`src/dtlv_pkg.sv`:
```
// Shared types and constants of the DER TLV header parser.
package dtlv_pkg;

	localparam int OFFSET_BITS_DEF      = 32;
	localparam int MAX_LENGTH_BYTES_DEF = 4;

	localparam int FIELD_BITS   = 32;
	localparam int CFG_DATA_W   = 32;
	localparam int CFG_INDEX_W  = 1;
	localparam int ERR_W        = 3;

	localparam logic [CFG_INDEX_W-1:0] CFG_PARSE_LIMIT = 1'b0;
	localparam logic [CFG_INDEX_W-1:0] CFG_BUFFER_SIZE = 1'b1;

	localparam logic [CFG_DATA_W-1:0] CFG_RESET_VALUE = 32'hFFFF_FFFF;

	localparam int LONG_FORM_BIT = 7;

	typedef enum logic [1:0] {
		PH_IDLE,
		PH_FIRST,
		PH_LONG
	} phase_t;

	typedef enum logic [ERR_W-1:0] {
		ERR_NONE     = 3'd0,
		ERR_OFFSET   = 3'd1,
		ERR_COUNT    = 3'd2,
		ERR_LENBYTES = 3'd3,
		ERR_OVERFLOW = 3'd4,
		ERR_VALUE    = 3'd5
	} err_t;

	typedef struct packed {
		phase_t phase;
		logic   emit;
		logic   ok;
		err_t   err;
	} step_ctl_t;

endpackage

```
`src/dtlv_if.sv`:
```
// Handshake channels of the DER TLV header parser: header bytes in, results out.
interface dtlv_in_if;
	logic        valid;
	logic        ready;
	logic [7:0]  byte_value;
	logic        header_start;
	logic [31:0] start_offset;

	modport source(output valid, byte_value, header_start, start_offset, input ready);
	modport sink(input valid, byte_value, header_start, start_offset, output ready);
endinterface

interface dtlv_out_if;
	logic        valid;
	logic        ready;
	logic        ok;
	logic [2:0]  error_code;
	logic [7:0]  tag_byte;
	logic [31:0] body_offset;
	logic [31:0] body_length;
	logic [31:0] follow_offset;

	modport source(output valid, ok, error_code, tag_byte, body_offset, body_length,
		follow_offset, input ready);
	modport sink(input valid, ok, error_code, tag_byte, body_offset, body_length,
		follow_offset, output ready);
endinterface

```
`src/dtlv_step.sv`:
```
// Per-byte decode step: next parser state and the result the byte produces.
module dtlv_step #(
	parameter int OFFSET_BITS      = dtlv_pkg::OFFSET_BITS_DEF,
	parameter int MAX_LENGTH_BYTES = dtlv_pkg::MAX_LENGTH_BYTES_DEF,
	localparam int LEFT_W          = $clog2(MAX_LENGTH_BYTES + 1)
) (
	input  logic [7:0]                      byte_value,
	input  logic                            header_start,
	input  logic [dtlv_pkg::FIELD_BITS-1:0] start_offset,
	input  logic [OFFSET_BITS-1:0]          limit,
	input  dtlv_pkg::phase_t                phase,
	input  logic [OFFSET_BITS-1:0]          position,
	input  logic [7:0]                      held_tag,
	input  logic [LEFT_W-1:0]               bytes_left,
	input  logic [OFFSET_BITS-1:0]          length_accum,
	output dtlv_pkg::step_ctl_t             ctl,
	output logic [OFFSET_BITS-1:0]          position_nxt,
	output logic [7:0]                      held_tag_nxt,
	output logic [LEFT_W-1:0]               bytes_left_nxt,
	output logic [OFFSET_BITS-1:0]          length_accum_nxt,
	output logic [7:0]                      res_tag,
	output logic [OFFSET_BITS-1:0]          res_body_offset,
	output logic [OFFSET_BITS-1:0]          res_body_length,
	output logic [OFFSET_BITS-1:0]          res_follow_offset
);
	import dtlv_pkg::*;

	logic [OFFSET_BITS-1:0] start_pos;
	logic [OFFSET_BITS-1:0] pos_inc;
	logic [OFFSET_BITS-1:0] acc_shift;
	logic [OFFSET_BITS-1:0] room;
	logic [OFFSET_BITS-1:0] fin_room;
	logic [OFFSET_BITS-1:0] fin_len;
	logic [6:0]             count;
	logic [LEFT_W-1:0]      left_dec;
	logic                   acc_big;
	logic                   fin_fits;
	logic                   do_finish;

	assign start_pos = OFFSET_BITS'(start_offset);
	assign pos_inc   = position + OFFSET_BITS'(1);
	assign count     = byte_value[6:0];
	assign acc_shift = (length_accum << 8) | OFFSET_BITS'(byte_value);
	assign acc_big   = |length_accum[OFFSET_BITS-1 -: 8];
	assign left_dec  = (bytes_left != '0) ? bytes_left - LEFT_W'(1) : '0;
	// position never passes the limit while a header is open, so this cannot wrap
	assign room      = limit - pos_inc;

	// Both the short form and the last long-form byte finish at pos_inc
	assign fin_len   = (phase == PH_LONG) ? acc_shift : OFFSET_BITS'(byte_value);
	assign fin_room  = room;
	assign fin_fits  = (pos_inc <= limit) && (fin_len <= fin_room);

	always_comb begin
		ctl              = '{phase: phase, emit: 1'b0, ok: 1'b0, err: ERR_NONE};
		position_nxt     = position;
		held_tag_nxt     = held_tag;
		bytes_left_nxt   = bytes_left;
		length_accum_nxt = length_accum;
		res_tag          = held_tag;
		do_finish        = 1'b0;

		if (header_start) begin
			bytes_left_nxt   = '0;
			length_accum_nxt = '0;
			if (start_pos >= limit) begin
				position_nxt = start_pos;
				held_tag_nxt = '0;
				res_tag      = '0;
				ctl.emit     = 1'b1;
				ctl.err      = ERR_OFFSET;
				ctl.phase    = PH_IDLE;
			end else begin
				position_nxt = start_pos + OFFSET_BITS'(1);
				held_tag_nxt = byte_value;
				ctl.phase    = PH_FIRST;
			end
		end else begin
			case (phase)
				PH_FIRST: begin
					if (position >= limit) begin
						ctl.emit  = 1'b1;
						ctl.err   = ERR_OFFSET;
						ctl.phase = PH_IDLE;
					end else begin
						position_nxt = pos_inc;
						if (!byte_value[LONG_FORM_BIT]) begin
							do_finish = 1'b1;
						end else if (count == '0 || count > 7'(MAX_LENGTH_BYTES)) begin
							ctl.emit  = 1'b1;
							ctl.err   = ERR_COUNT;
							ctl.phase = PH_IDLE;
						end else if (OFFSET_BITS'(count) > room) begin
							ctl.emit  = 1'b1;
							ctl.err   = ERR_LENBYTES;
							ctl.phase = PH_IDLE;
						end else begin
							bytes_left_nxt   = LEFT_W'(count);
							length_accum_nxt = '0;
							ctl.phase        = PH_LONG;
						end
					end
				end
				PH_LONG: begin
					if (acc_big) begin
						ctl.emit  = 1'b1;
						ctl.err   = ERR_OVERFLOW;
						ctl.phase = PH_IDLE;
					end else begin
						length_accum_nxt = acc_shift;
						position_nxt     = pos_inc;
						bytes_left_nxt   = left_dec;
						do_finish        = (left_dec == '0);
					end
				end
				default: begin
					// drop stray bytes while idle
				end
			endcase
		end

		if (do_finish) begin
			ctl.emit  = 1'b1;
			ctl.phase = PH_IDLE;
			if (fin_fits) begin
				ctl.ok = 1'b1;
			end else begin
				ctl.err = ERR_VALUE;
			end
		end
	end

	assign res_body_offset   = ctl.ok ? pos_inc : '0;
	assign res_body_length   = ctl.ok ? fin_len : '0;
	assign res_follow_offset = ctl.ok ? pos_inc + fin_len : '0;

endmodule

```
`src/der_tlv_header_parser.sv`:
```
// DER TLV header parser: one header byte per item in, one result per header out.
//
// Channel "bytes" carries the header bytes in buffer order; the item with
// header_start set holds the tag byte and its buffer offset, and restarts the
// parser whatever it was doing. Channel "result" carries one item for each
// header that completes or fails: ok, error_code, tag and the value bounds.
// Bytes outside a header are dropped without a result.
// Registers parse_limit (index 0) and buffer_size (index 1) are written on
// wr_en; the smaller of the two bounds every check. Write them only while no
// header is in flight.
// A result item is registered: the byte that ends the header is taken into
// the input register, then its result into the result register, which
// presents it on channel result.
// Throughput: one byte per cycle while result is not stalled; the decode of
// a byte is combinational compares, a shift and adds between the two registers.
// When result is stalled the finished item holds in the result register and
// one more byte waits in the input register; bytes.ready then drops.
// Reset clears the parser to idle with both limits at all ones.
module der_tlv_header_parser #(
	parameter int OFFSET_BITS      = dtlv_pkg::OFFSET_BITS_DEF,
	parameter int MAX_LENGTH_BYTES = dtlv_pkg::MAX_LENGTH_BYTES_DEF
) (
	input  logic                             clk,
	input  logic                             arst_n,
	dtlv_in_if.sink                          bytes,
	dtlv_out_if.source                       result,
	input  logic                             wr_en,
	input  logic [dtlv_pkg::CFG_INDEX_W-1:0] reg_index,
	input  logic [dtlv_pkg::CFG_DATA_W-1:0]  wr_data
);
	import dtlv_pkg::*;

	localparam int LEFT_W = $clog2(MAX_LENGTH_BYTES + 1);

	// input stage
	logic                   valid_s1;
	logic [7:0]             byte_s1;
	logic                   start_s1;
	logic [FIELD_BITS-1:0]  offset_s1;

	// parser state
	phase_t                 phase_q;
	logic [OFFSET_BITS-1:0] position_q;
	logic [7:0]             held_tag_q;
	logic [LEFT_W-1:0]      bytes_left_q;
	logic [OFFSET_BITS-1:0] length_accum_q;

	// configuration
	logic [CFG_DATA_W-1:0]  parse_limit_q;
	logic [CFG_DATA_W-1:0]  buffer_size_q;
	logic [OFFSET_BITS-1:0] limit_q;
	logic [OFFSET_BITS-1:0] wr_trunc;
	logic [OFFSET_BITS-1:0] pl_trunc;
	logic [OFFSET_BITS-1:0] bs_trunc;

	// result register
	logic                   out_valid_q;
	logic                   ok_q;
	err_t                   err_q;
	logic [7:0]             tag_q;
	logic [FIELD_BITS-1:0]  voff_q;
	logic [FIELD_BITS-1:0]  vlen_q;
	logic [FIELD_BITS-1:0]  next_q;

	step_ctl_t              ctl;
	logic [OFFSET_BITS-1:0] position_nxt;
	logic [7:0]             held_tag_nxt;
	logic [LEFT_W-1:0]      bytes_left_nxt;
	logic [OFFSET_BITS-1:0] length_accum_nxt;
	logic [7:0]             res_tag;
	logic [OFFSET_BITS-1:0] res_voff;
	logic [OFFSET_BITS-1:0] res_vlen;
	logic [OFFSET_BITS-1:0] res_next;

	logic                   out_free;
	logic                   adv;

	assign out_free    = !out_valid_q || result.ready;
	assign adv         = valid_s1 && out_free;
	assign bytes.ready = !valid_s1 || out_free;

	always_ff @(posedge clk or negedge arst_n) begin
		if (!arst_n) begin
			valid_s1 <= 1'b0;
		end else if (bytes.ready) begin
			valid_s1 <= bytes.valid;
		end
	end

	always_ff @(posedge clk) begin
		if (bytes.ready && bytes.valid) begin
			byte_s1   <= bytes.byte_value;
			start_s1  <= bytes.header_start;
			offset_s1 <= bytes.start_offset;
		end
	end

	assign wr_trunc = OFFSET_BITS'(wr_data);
	assign pl_trunc = OFFSET_BITS'(parse_limit_q);
	assign bs_trunc = OFFSET_BITS'(buffer_size_q);

	// keep the effective limit precomputed so the decode path sees one register
	always_ff @(posedge clk or negedge arst_n) begin
		if (!arst_n) begin
			parse_limit_q <= CFG_RESET_VALUE;
			buffer_size_q <= CFG_RESET_VALUE;
			limit_q       <= OFFSET_BITS'(CFG_RESET_VALUE);
		end else if (wr_en) begin
			case (reg_index)
				CFG_PARSE_LIMIT: begin
					parse_limit_q <= wr_data;
					limit_q       <= (wr_trunc < bs_trunc) ? wr_trunc : bs_trunc;
				end
				CFG_BUFFER_SIZE: begin
					buffer_size_q <= wr_data;
					limit_q       <= (pl_trunc < wr_trunc) ? pl_trunc : wr_trunc;
				end
				default: begin
					// no register at this index
				end
			endcase
		end
	end

	dtlv_step #(
		.OFFSET_BITS      (OFFSET_BITS),
		.MAX_LENGTH_BYTES (MAX_LENGTH_BYTES)
	) u_step (
		.byte_value        (byte_s1),
		.header_start      (start_s1),
		.start_offset      (offset_s1),
		.limit             (limit_q),
		.phase             (phase_q),
		.position          (position_q),
		.held_tag          (held_tag_q),
		.bytes_left        (bytes_left_q),
		.length_accum      (length_accum_q),
		.ctl               (ctl),
		.position_nxt      (position_nxt),
		.held_tag_nxt      (held_tag_nxt),
		.bytes_left_nxt    (bytes_left_nxt),
		.length_accum_nxt  (length_accum_nxt),
		.res_tag           (res_tag),
		.res_body_offset   (res_voff),
		.res_body_length   (res_vlen),
		.res_follow_offset (res_next)
	);

	always_ff @(posedge clk or negedge arst_n) begin
		if (!arst_n) begin
			phase_q        <= PH_IDLE;
			position_q     <= '0;
			held_tag_q     <= '0;
			bytes_left_q   <= '0;
			length_accum_q <= '0;
		end else if (adv) begin
			phase_q        <= ctl.phase;
			position_q     <= position_nxt;
			held_tag_q     <= held_tag_nxt;
			bytes_left_q   <= bytes_left_nxt;
			length_accum_q <= length_accum_nxt;
		end
	end

	always_ff @(posedge clk or negedge arst_n) begin
		if (!arst_n) begin
			out_valid_q <= 1'b0;
		end else if (out_free) begin
			out_valid_q <= adv && ctl.emit;
		end
	end

	always_ff @(posedge clk) begin
		if (adv && ctl.emit) begin
			ok_q   <= ctl.ok;
			err_q  <= ctl.err;
			tag_q  <= res_tag;
			voff_q <= FIELD_BITS'(res_voff);
			vlen_q <= FIELD_BITS'(res_vlen);
			next_q <= FIELD_BITS'(res_next);
		end
	end

	assign result.valid         = out_valid_q;
	assign result.ok            = ok_q;
	assign result.error_code    = err_q;
	assign result.tag_byte      = tag_q;
	assign result.body_offset   = voff_q;
	assign result.body_length   = vlen_q;
	assign result.follow_offset = next_q;

`ifndef SYNTHESIS
	a_rise_from_step: assert property (@(posedge clk) disable iff (!arst_n)
		$rose(out_valid_q) |-> $past(adv && ctl.emit))
		else $error("result appeared without a finishing byte");

	a_idle_after_emit: assert property (@(posedge clk) disable iff (!arst_n)
		adv && ctl.emit |=> phase_q == PH_IDLE)
		else $error("parser not idle after emitting a result");

	a_long_has_bytes: assert property (@(posedge clk) disable iff (!arst_n)
		phase_q == PH_LONG |-> bytes_left_q != '0)
		else $error("long-form phase with no length bytes left");

	a_ok_no_error: assert property (@(posedge clk) disable iff (!arst_n)
		out_valid_q && ok_q |-> err_q == ERR_NONE && next_q == voff_q + vlen_q)
		else $error("ok result with inconsistent fields");
`endif

endmodule

```
`src/flat_wrapper.sv`:
```
// flat-port wrapper written by rule: the top's interface ports become plain ports
module der_tlv_header_parser_flat import dtlv_pkg::*;
#(
	parameter int OFFSET_BITS      = dtlv_pkg::OFFSET_BITS_DEF,
	parameter int MAX_LENGTH_BYTES = dtlv_pkg::MAX_LENGTH_BYTES_DEF
)
  (clk, arst_n, wr_en, reg_index, wr_data, bytes_valid, bytes_byte_value, bytes_header_start, bytes_start_offset, bytes_ready, result_valid, result_ok, result_error_code, result_tag_byte, result_body_offset, result_body_length, result_follow_offset, result_ready);
  dtlv_in_if bytes_i ();
  dtlv_out_if result_i ();
  input  logic clk;
  input  logic arst_n;
  input  logic wr_en;
  input  logic [dtlv_pkg::CFG_INDEX_W-1:0] reg_index;
  input  logic [dtlv_pkg::CFG_DATA_W-1:0] wr_data;
  input wire logic [$bits(bytes_i.valid)-1:0] bytes_valid;
  input wire logic [$bits(bytes_i.byte_value)-1:0] bytes_byte_value;
  input wire logic [$bits(bytes_i.header_start)-1:0] bytes_header_start;
  input wire logic [$bits(bytes_i.start_offset)-1:0] bytes_start_offset;
  output wire logic [$bits(bytes_i.ready)-1:0] bytes_ready;
  output wire logic [$bits(result_i.valid)-1:0] result_valid;
  output wire logic [$bits(result_i.ok)-1:0] result_ok;
  output wire logic [$bits(result_i.error_code)-1:0] result_error_code;
  output wire logic [$bits(result_i.tag_byte)-1:0] result_tag_byte;
  output wire logic [$bits(result_i.body_offset)-1:0] result_body_offset;
  output wire logic [$bits(result_i.body_length)-1:0] result_body_length;
  output wire logic [$bits(result_i.follow_offset)-1:0] result_follow_offset;
  input wire logic [$bits(result_i.ready)-1:0] result_ready;
  assign bytes_i.valid = bytes_valid;
  assign bytes_i.byte_value = bytes_byte_value;
  assign bytes_i.header_start = bytes_header_start;
  assign bytes_i.start_offset = bytes_start_offset;
  assign bytes_ready = bytes_i.ready;
  assign result_valid = result_i.valid;
  assign result_ok = result_i.ok;
  assign result_error_code = result_i.error_code;
  assign result_tag_byte = result_i.tag_byte;
  assign result_body_offset = result_i.body_offset;
  assign result_body_length = result_i.body_length;
  assign result_follow_offset = result_i.follow_offset;
  assign result_i.ready = result_ready;
  der_tlv_header_parser #(.OFFSET_BITS(OFFSET_BITS), .MAX_LENGTH_BYTES(MAX_LENGTH_BYTES)) u_core (.clk(clk), .arst_n(arst_n), .bytes(bytes_i), .result(result_i), .wr_en(wr_en), .reg_index(reg_index), .wr_data(wr_data));
endmodule
```
`config.mk`:
```
export PLATFORM = sky130hd
export DESIGN_NAME = der_tlv_header_parser_flat
export DESIGN_NICKNAME = d
export VERILOG_FILES = /design/src/dtlv_pkg.sv /design/src/dtlv_if.sv /design/src/dtlv_step.sv /design/src/der_tlv_header_parser.sv /design/src/flat_wrapper.sv
export SDC_FILE = /design/constraint.sdc
export NUM_CORES = 1
export LEC_CHECK = 0
export BUFFER_PORTS_ARGS = -buffer_cell sky130_fd_sc_hd__buf_4
export CORE_MARGIN = 4
export CORE_UTILIZATION = 50
export CTS_CLUSTER_SIZE = 12
export DETAILED_ROUTE_END_ITERATION = 10
export GPL_ROUTABILITY_DRIVEN = 0
export MAX_ROUTING_LAYER = met4
export PLACE_DENSITY = 0.8
export REMOVE_ABC_BUFFERS = 1
export SKIP_CTS_REPAIR_TIMING = 1
export SYNTH_ARGS = -nofsm -noshare
export SYNTH_HDL_FRONTEND = slang
export SYNTH_SLANG_ARGS = --single-unit
```
`constraint.sdc`:
```
create_clock -name clk -period 9.3 [get_ports clk]
set_clock_uncertainty 0.05 [all_clocks]
set_input_delay 1.395 -clock clk [delete_from_list [all_inputs] [get_ports clk]]
set_output_delay 1.395 -clock clk [all_outputs]
set_load 0.02 [all_outputs]
```
Word-level counts from Yosys, hierarchy flattened
Index checks and enable logic that the tools add are counted.
- bits in registers: 324
- input port bits: 79
- output and inout port bits: 110
- add/sub/neg operators: 5
- $lt $le $gt $ge: 8
- equal/unequal tests: 9
- mux-type cells: 53
- bitwise operators: 2
- reductions and logical operators: 21
- operators by type and width (cell ; number):
    32-bit 2-to-1 mux ; 13
    32-bit case mux with 2 select lines ; 3
    32-bit by 1-bit adder with 32-bit output (second input constant) ; 2
    32-bit >= comparator ; 2
    32-bit less-or-equal comparator ; 2
    32-bit < comparator ; 2
    3-bit 2-to-1 mux ; 15
    32-bit adder ; 1
    7-bit by 32-bit greater-than comparator with 1-bit output ; 1
    32-bit by 8-bit OR with 32-bit output ; 1
    32-bit subtractor ; 1
    8-bit 2-to-1 mux ; 3
    3-bit case mux with 2 select lines ; 3
    3-bit by 2-bit inequality test with 1-bit output (second input constant) ; 4
    2-bit 2-to-1 mux ; 5
    1-bit 2-to-1 mux ; 9
    4-bit AND reduction ; 2
    8-bit OR reduction ; 1
    7-bit by 3-bit greater-than comparator with 1-bit output (second input constant) ; 1
    7-bit logical NOT ; 1
    7-bit 2-to-1 mux ; 1
    7-bit AND reduction ; 1
    2-bit AND reduction ; 3
    3-bit nonzero test ; 2
    other kinds (13) ; 19

Logic depth before layout (Yosys ltp)
- word-level depth: 12
- depth in mapped cells: 33
- depth with buffers taken out: 31

Hierarchy
From an unflattened synthesis, not the netlist that was laid out.
- cell total of the unflattened synthesis: 2454
- area, all modules: 23404.9 µm²
- modules (own cells, without submodules) (module ; times used ; cells each ; area an instance (µm²)):
    der_tlv_header_parser ; 1 ; 927 ; 13362.8
    dtlv_step ; 1 ; 1527 ; 10042.1

Least setup slack after synthesis
No wires, ideal clock.
- path kind: reg-to-reg
- start: register u_core.position_q[0]
- end: register u_core.vlen_q[0] (netlist: u_core.result.body_length[0]), enable pin
- setup time: 0.470 ns
- arrival time: 6.775 ns
- slack: 2.004 ns
- cell stages (with the launch flop): 24
- buffers on the path: 0
- period minus slack after synthesis: 7.296 ns
- path through: dfrtp_1 -> ha_1 -> and2_1 -> nand2_1 -> xnor2_1 -> inv_1 -> ha_1 -> o21a_1 -> o31a_1 -> nor4_1 -> nor3_1 -> xnor2_1 -> ha_1 -> nor3_1 -> a211oi_1 -> o21a_1 -> and4_1 -> and4_1 -> nor4bb_1 -> nand4_1 -> nor4_1 -> nand4_1 -> a211o_1 -> nand2_1
- longest elaborated chain between the ends: 11
- elaborated cells on any way between the ends: 15
- those cells by class: add/sub (2); order compare (2); mux (10); reduce/logical (1)
- ends and longest elaborated chain (element ; line ; RTL):
    start, declared ; der_tlv_header_parser.sv:43 ; logic [OFFSET_BITS-1:0] position_q;
    start signal, assigned ; der_tlv_header_parser.sv:158 ; position_q <= position_nxt;
    32-bit by 1-bit adder with 32-bit output ; dtlv_step.sv:41 ; assign pos_inc = position + OFFSET_BITS'(1);
    via u_core.u_step.pos_inc[4] ; dtlv_step.sv:29 ; logic [OFFSET_BITS-1:0] pos_inc;
    32-bit subtractor ; dtlv_step.sv:47 ; assign room = limit - pos_inc;
    7-bit by 32-bit greater-than comparator with 1-bit output ; dtlv_step.sv:93 ; end else if (OFFSET_BITS'(count) > room) begin
    1-bit 2-to-1 mux ; dtlv_step.sv:93 ;
    3-bit 2-to-1 mux ; dtlv_step.sv:89 ; end else if (count == '0 || count > 7'(MAX_LENGTH_BYTES)) begin
    3-bit 2-to-1 mux ; dtlv_step.sv:87 ; if (!byte_value[LONG_FORM_BIT]) begin
    3-bit 2-to-1 mux ; dtlv_step.sv:81 ; if (position >= limit) begin
    3-bit case mux with 2 select lines ; dtlv_step.sv:79 ; case (phase)
    3-bit 2-to-1 mux ; dtlv_step.sv:63 ; if (header_start) begin
    7-bit 2-to-1 mux ; dtlv_step.sv:122 ; if (do_finish) begin
    1-bit logical AND ; der_tlv_header_parser.sv:174 ; if (adv && ctl.emit) begin
    end signal, assigned ; der_tlv_header_parser.sv:179 ; vlen_q <= FIELD_BITS'(res_vlen);
    end, declared ; der_tlv_header_parser.sv:62 ; logic [FIELD_BITS-1:0] vlen_q;
The timed path passes the listed nets, and every way through them passes these cells. The select of a mux whose other input is x is not followed.
A chain may end at the register's enable or synchronous reset.

Worst setup path after layout
- start: register u_core.position_q[0]
- end: register u_core.next_q[25] (netlist: u_core.result.follow_offset[25]) (data pin)
- longest elaborated chain between the ends: 6
- elaborated cells on any way between the ends: 12
- those cells by class: add/sub (3); order compare (3); mux (5); reduce/logical (1)
- ends and longest elaborated chain (element ; line ; RTL):
    32-bit by 1-bit adder with 32-bit output * ; dtlv_step.sv:41 ;
    via u_core.u_step.pos_inc[4] ; dtlv_step.sv:29 ;
    32-bit subtractor ; dtlv_step.sv:47 ;
    32-bit less-or-equal comparator ; dtlv_step.sv:52 ; assign fin_fits = (pos_inc <= limit) && (fin_len <= fin_room);
    1-bit logical AND ; dtlv_step.sv:52 ;
    1-bit 2-to-1 mux ; dtlv_step.sv:125 ; if (fin_fits) begin
    7-bit 2-to-1 mux ; dtlv_step.sv:122 ;
    end signal, assigned ; der_tlv_header_parser.sv:180 ; next_q <= FIELD_BITS'(res_next);
    end, declared ; der_tlv_header_parser.sv:63 ; logic [FIELD_BITS-1:0] next_q;
Mark *: on every way through the listed nets, which the timed path passes. The rest lies on a longest branch.

==> run summary <==
The worst stage delay on the critical path is 0.70 ns, and the number of cells in the finished layout apart from fillers is 3,160. Sequential elements use 38.9% of the synthesized area. For this block, the initial DRC count from the detailed router was 1,770. The share of cells above drive strength 1 came out at 17.0%. The number of nets at the end of the flow came out at 2,816. The most common flop cell mapped by yosys is edfxtp_1.

Counting flops and latches in the post-synthesis netlist gives 324. The routed design has 65,000 um of wire. The path class of the tightest hold or removal check is reg2reg.

Most common library cell in the layout ignoring fill and taps: ha_1. The run gives 19,000 as the number of global-route vias before repair. The global-route congestion overflow total is 0, and the area enclosed by the die boundary is 49,600 um2. Combinational logic burns 48.8% of the power. The tools report the synthesized cell area as 23,100 um2.

Buffers placed on the I/O ports in this run total 188. For the number of endpoints failing setup at the final stage, the log shows 0. Leaving out fill and tap cells, the most frequent cells in the layout are 204 x ha_1, 201 x buf_4, 180 x nand2_1. The TritonCTS buffer count was 38.

The number of max-slew violations in the final report came out at 0. The first TritonRoute pass finished after 9 iterations. Detailed placement finished with a half-perimeter wire length of 49,600 um.

After floorplanning, the core was divided into 78 placement rows. The worst-path cell with the longest stage delay is o31ai_1. The tools report the number of hold violations in the final report as 0. STA classifies the critical path startpoint as a flip-flop.

The die is 223 um tall. Registers are responsible for 30.3% of the overall power. In this run the worst path has a maximum fanout of 72. For the sum of negative setup slack, the log shows 0 ns. The clock drives 324 sinks. After clock tree synthesis, the clock-pin slew on the worst setup and hold paths is 0.06 ns. The tools report the worst-case clock buffer depth as 3. Dividing the final minimum period by the clock period gives 85.0%.

Entering global routing, the biggest net connects 108 pins. In this run, placement finished with an instance count of 3,091. After detailed routing, the average wire length per cell comes to 20.6 um. From left edge to right edge, the die measures 223 um. In this run, synthesis inferred 149 flip-flops with an integrated enable.

The worst path in the final design needs a cycle of 7.90 ns, including I/O delays and setup. In this run the standard cell core region covers 45,500 um2. The run finished with clean final reports. For this run, the share of the core covered by cells in the final layout is 57.4%. The category of the worst setup path capture point is a flip-flop.

Number of nets still failing antenna checks after routing: 0. Setup repair after global routing left no endpoint under its margin. Across every metal layer, demand over resource in global routing totals 26.1%. For this design the static power due to leakage is 11.5 nW. Clock latency at the later pin of the worst-skew pair: 0.56 ns.

The run gives 189 as the total I/O pin count. The number of vias per cell is 6.12, and the first-pass GRT wire length is 103,000 um. STA puts the critical path data required time at 9.66 ns. The cell-internal power is 4.11 mW. For the pin with the worst max-slew slack, the measured transition is 1.32 ns. In this run the most critical hold path is launched from u_core.held_tag_q[3]$_DFFE_PN0P_.

Summing internal, switching and leakage power gives 7.09 mW. The synthesized area per cell is 9.65 um2. Launch instance of the worst register-to-register path: u_core.position_q[0]$_DFFE_PN0P_. The most critical setup path has its startpoint at u_core.position_q[0]$_DFFE_PN0P_. TritonCTS built the clock tree. The share of async-settable or async-resettable flops after synthesis came out at 54.0%. By startpoint and endpoint, the worst setup path is classified as reg2reg.

Detailed routing inserted a total of 19,300 vias. The tools report the arrival time of the worst setup path as 8.27 ns. In the routed design, unresolved DRC markers number 0. Power spread over the standard cell area amounts to 272 nW/um2.

The switching power as a share of total power is 42.0%, and the count of synthesis-stage warnings from yosys is 0. Summed over all nets, the switching power comes to 2.98 mW. The area growth from synthesis to layout is 13.1%, and the number of different library cells in the post-synthesis netlist is 116. For the synthesized netlist cell count, the log shows 2,390. The number of diodes was 0.

In this run the number of H-tree levels came out at 2. The worst pin sits at a relative slew slack of 11.5%. The starting density of the core came out at 50.7%. The cell sitting at the root of the clock tree is a clkbuf_16. Across the run, the number of max-cap violations was 0.

The largest vdd supply drop was 0.000145 V. Based on the critical path, the design can be clocked at up to 127 MHz. The number of antenna violations at the first check in global routing is 0, and the share of total power in the clock network is 20.9%.
==> worst paths after layout <==
check,end,slack (ns),cells past startpoint
hold reg to reg,u_core.held_tag_q[3]$_DFFE_PN0P_,0.43,2
setup reg to reg,u_core.result.follow_offset[25]$_SDFFCE_PN0P_,1.40,32
max in group asynchronous,u_core.position_q[25]$_DFFE_PN0P_,6.71,2
hold / removal,u_core.held_tag_q[3]$_DFFE_PN0P_,0.43,2
setup / recovery,u_core.result.follow_offset[25]$_SDFFCE_PN0P_,1.40,32
min in group asynchronous,u_core.held_tag_q[1]$_DFFE_PN0P_,0.91,1
==> sequential cells by signal, summed over array words and instances (netlist names), 2 cells and up <==
name                         flops
u_core.bs_trunc                 32
u_core.length_accum_q           32
u_core.limit_q                  32
u_core.offset_s1                32
u_core.parse_limit_q            32
u_core.position_q               32
u_core.result.body_length       32
u_core.result.body_offset       32
u_core.result.follow_offset     32
u_core.byte_s1                   8
u_core.held_tag_q                8
u_core.result.tag_byte           8
u_core.bytes_left_q              3
u_core.result.error_code         3
u_core.phase_q                   2
==> metal layers <==
layer / routed length (um) / up-vias / global-route usage [%]
li1: - / 9006 / -
met1: 27700 / 9342 / 34.5
met2: 30400 / 817 / 41.7
met3: 4520 / 167 / 3.65
met4: 2390 / 0 / 9.17
met5: 0 / - / -
==> cell type report <==
type / count / area (um2)
multi-input combinational: 1800 / 13000
inverter: 165 / 619
sequential: 324 / 8970
clock buffer: 52 / 1030
timing repair buffer: 202 / 1520
clock inverter: 17 / 185
fill: 3893 / 19400
tap: 600 / 751
==> kinds of logic (layout without fill, tap and decap cells) <==
kind of cell,after synthesis,in the layout,synth area share (%)
xor gates and xnor gates,118,118,5.14
and+or+nand+nor,777,777,18.2
DFF,324,324,38.9
muxes,67,67,2.94
adders and majority gates,215,215,11.7
AOI/OAI and AO/OA,623,623,18.4
buffers and inverters,266,436,4.84
==> Yosys cell counts (all sizes together), types with 24 or more instances <==
cell,n,area (um2)
buf,28,223
nor2,180,693
o21a,24,180
dfrtp,79,1980
nand2b,26,165
ha,204,2550
clkbuf,73,274
o21ai,175,876
edfxtp,149,4470
a21oi,90,465
xor2,42,375
o21bai,35,274
nor2b,28,175
dfstp,96,2520
nor3,52,314
nand4,53,368
o22ai,29,181
inv,165,619
mux2i,62,621
a22o,27,236
nand3,57,310
xnor2,68,629
and3,28,186
and2,82,519
a21o,83,623
nand2,185,704
==> power groups by stage <==
stage | logic (mW) | registers, mW | clock network (mW)
4_1_cts | 3.40 | 2.13 | 1.50
2_1_floorplan | 2.35 | 2.17 | 0
6_report | 3.46 | 2.15 | 1.48
5_1_grt | 3.79 | 2.17 | 1.57
3_3_place_gp | 3.23 | 2.14 | 0
3_5_place_dp | 3.37 | 2.16 | 0
==> worst max-delay path: cells and delay by family, from the launching register on <==
family / cells / cell delay (ns)
AND/OR/NAND/NOR: 10 / 1.45
flip-flops: 1 / 0.45
AO/OA/AOI/OAI: 14 / 3.40
adder cells (fa/ha/maj): 3 / 1.04
XOR/XNOR: 1 / 0.24
buffers and inverters: 4 / 1.12
==> metrics by stage <==
stage / hold slack (ns) / worst slack [ns] / instance area, um2
after CTS: 0.432 / 1.49 / 26100
after global placement: 0.403 / 1.95 / 24900
after global routing: 0.452 / 0.836 / 26100
after floorplan: 0.390 / 1.99 / 22600
after detailed placement: 0.419 / 1.50 / 24900
final: 0.431 / 1.40 / 26100
No activity file was read; power rests on OpenSTA's default activity.
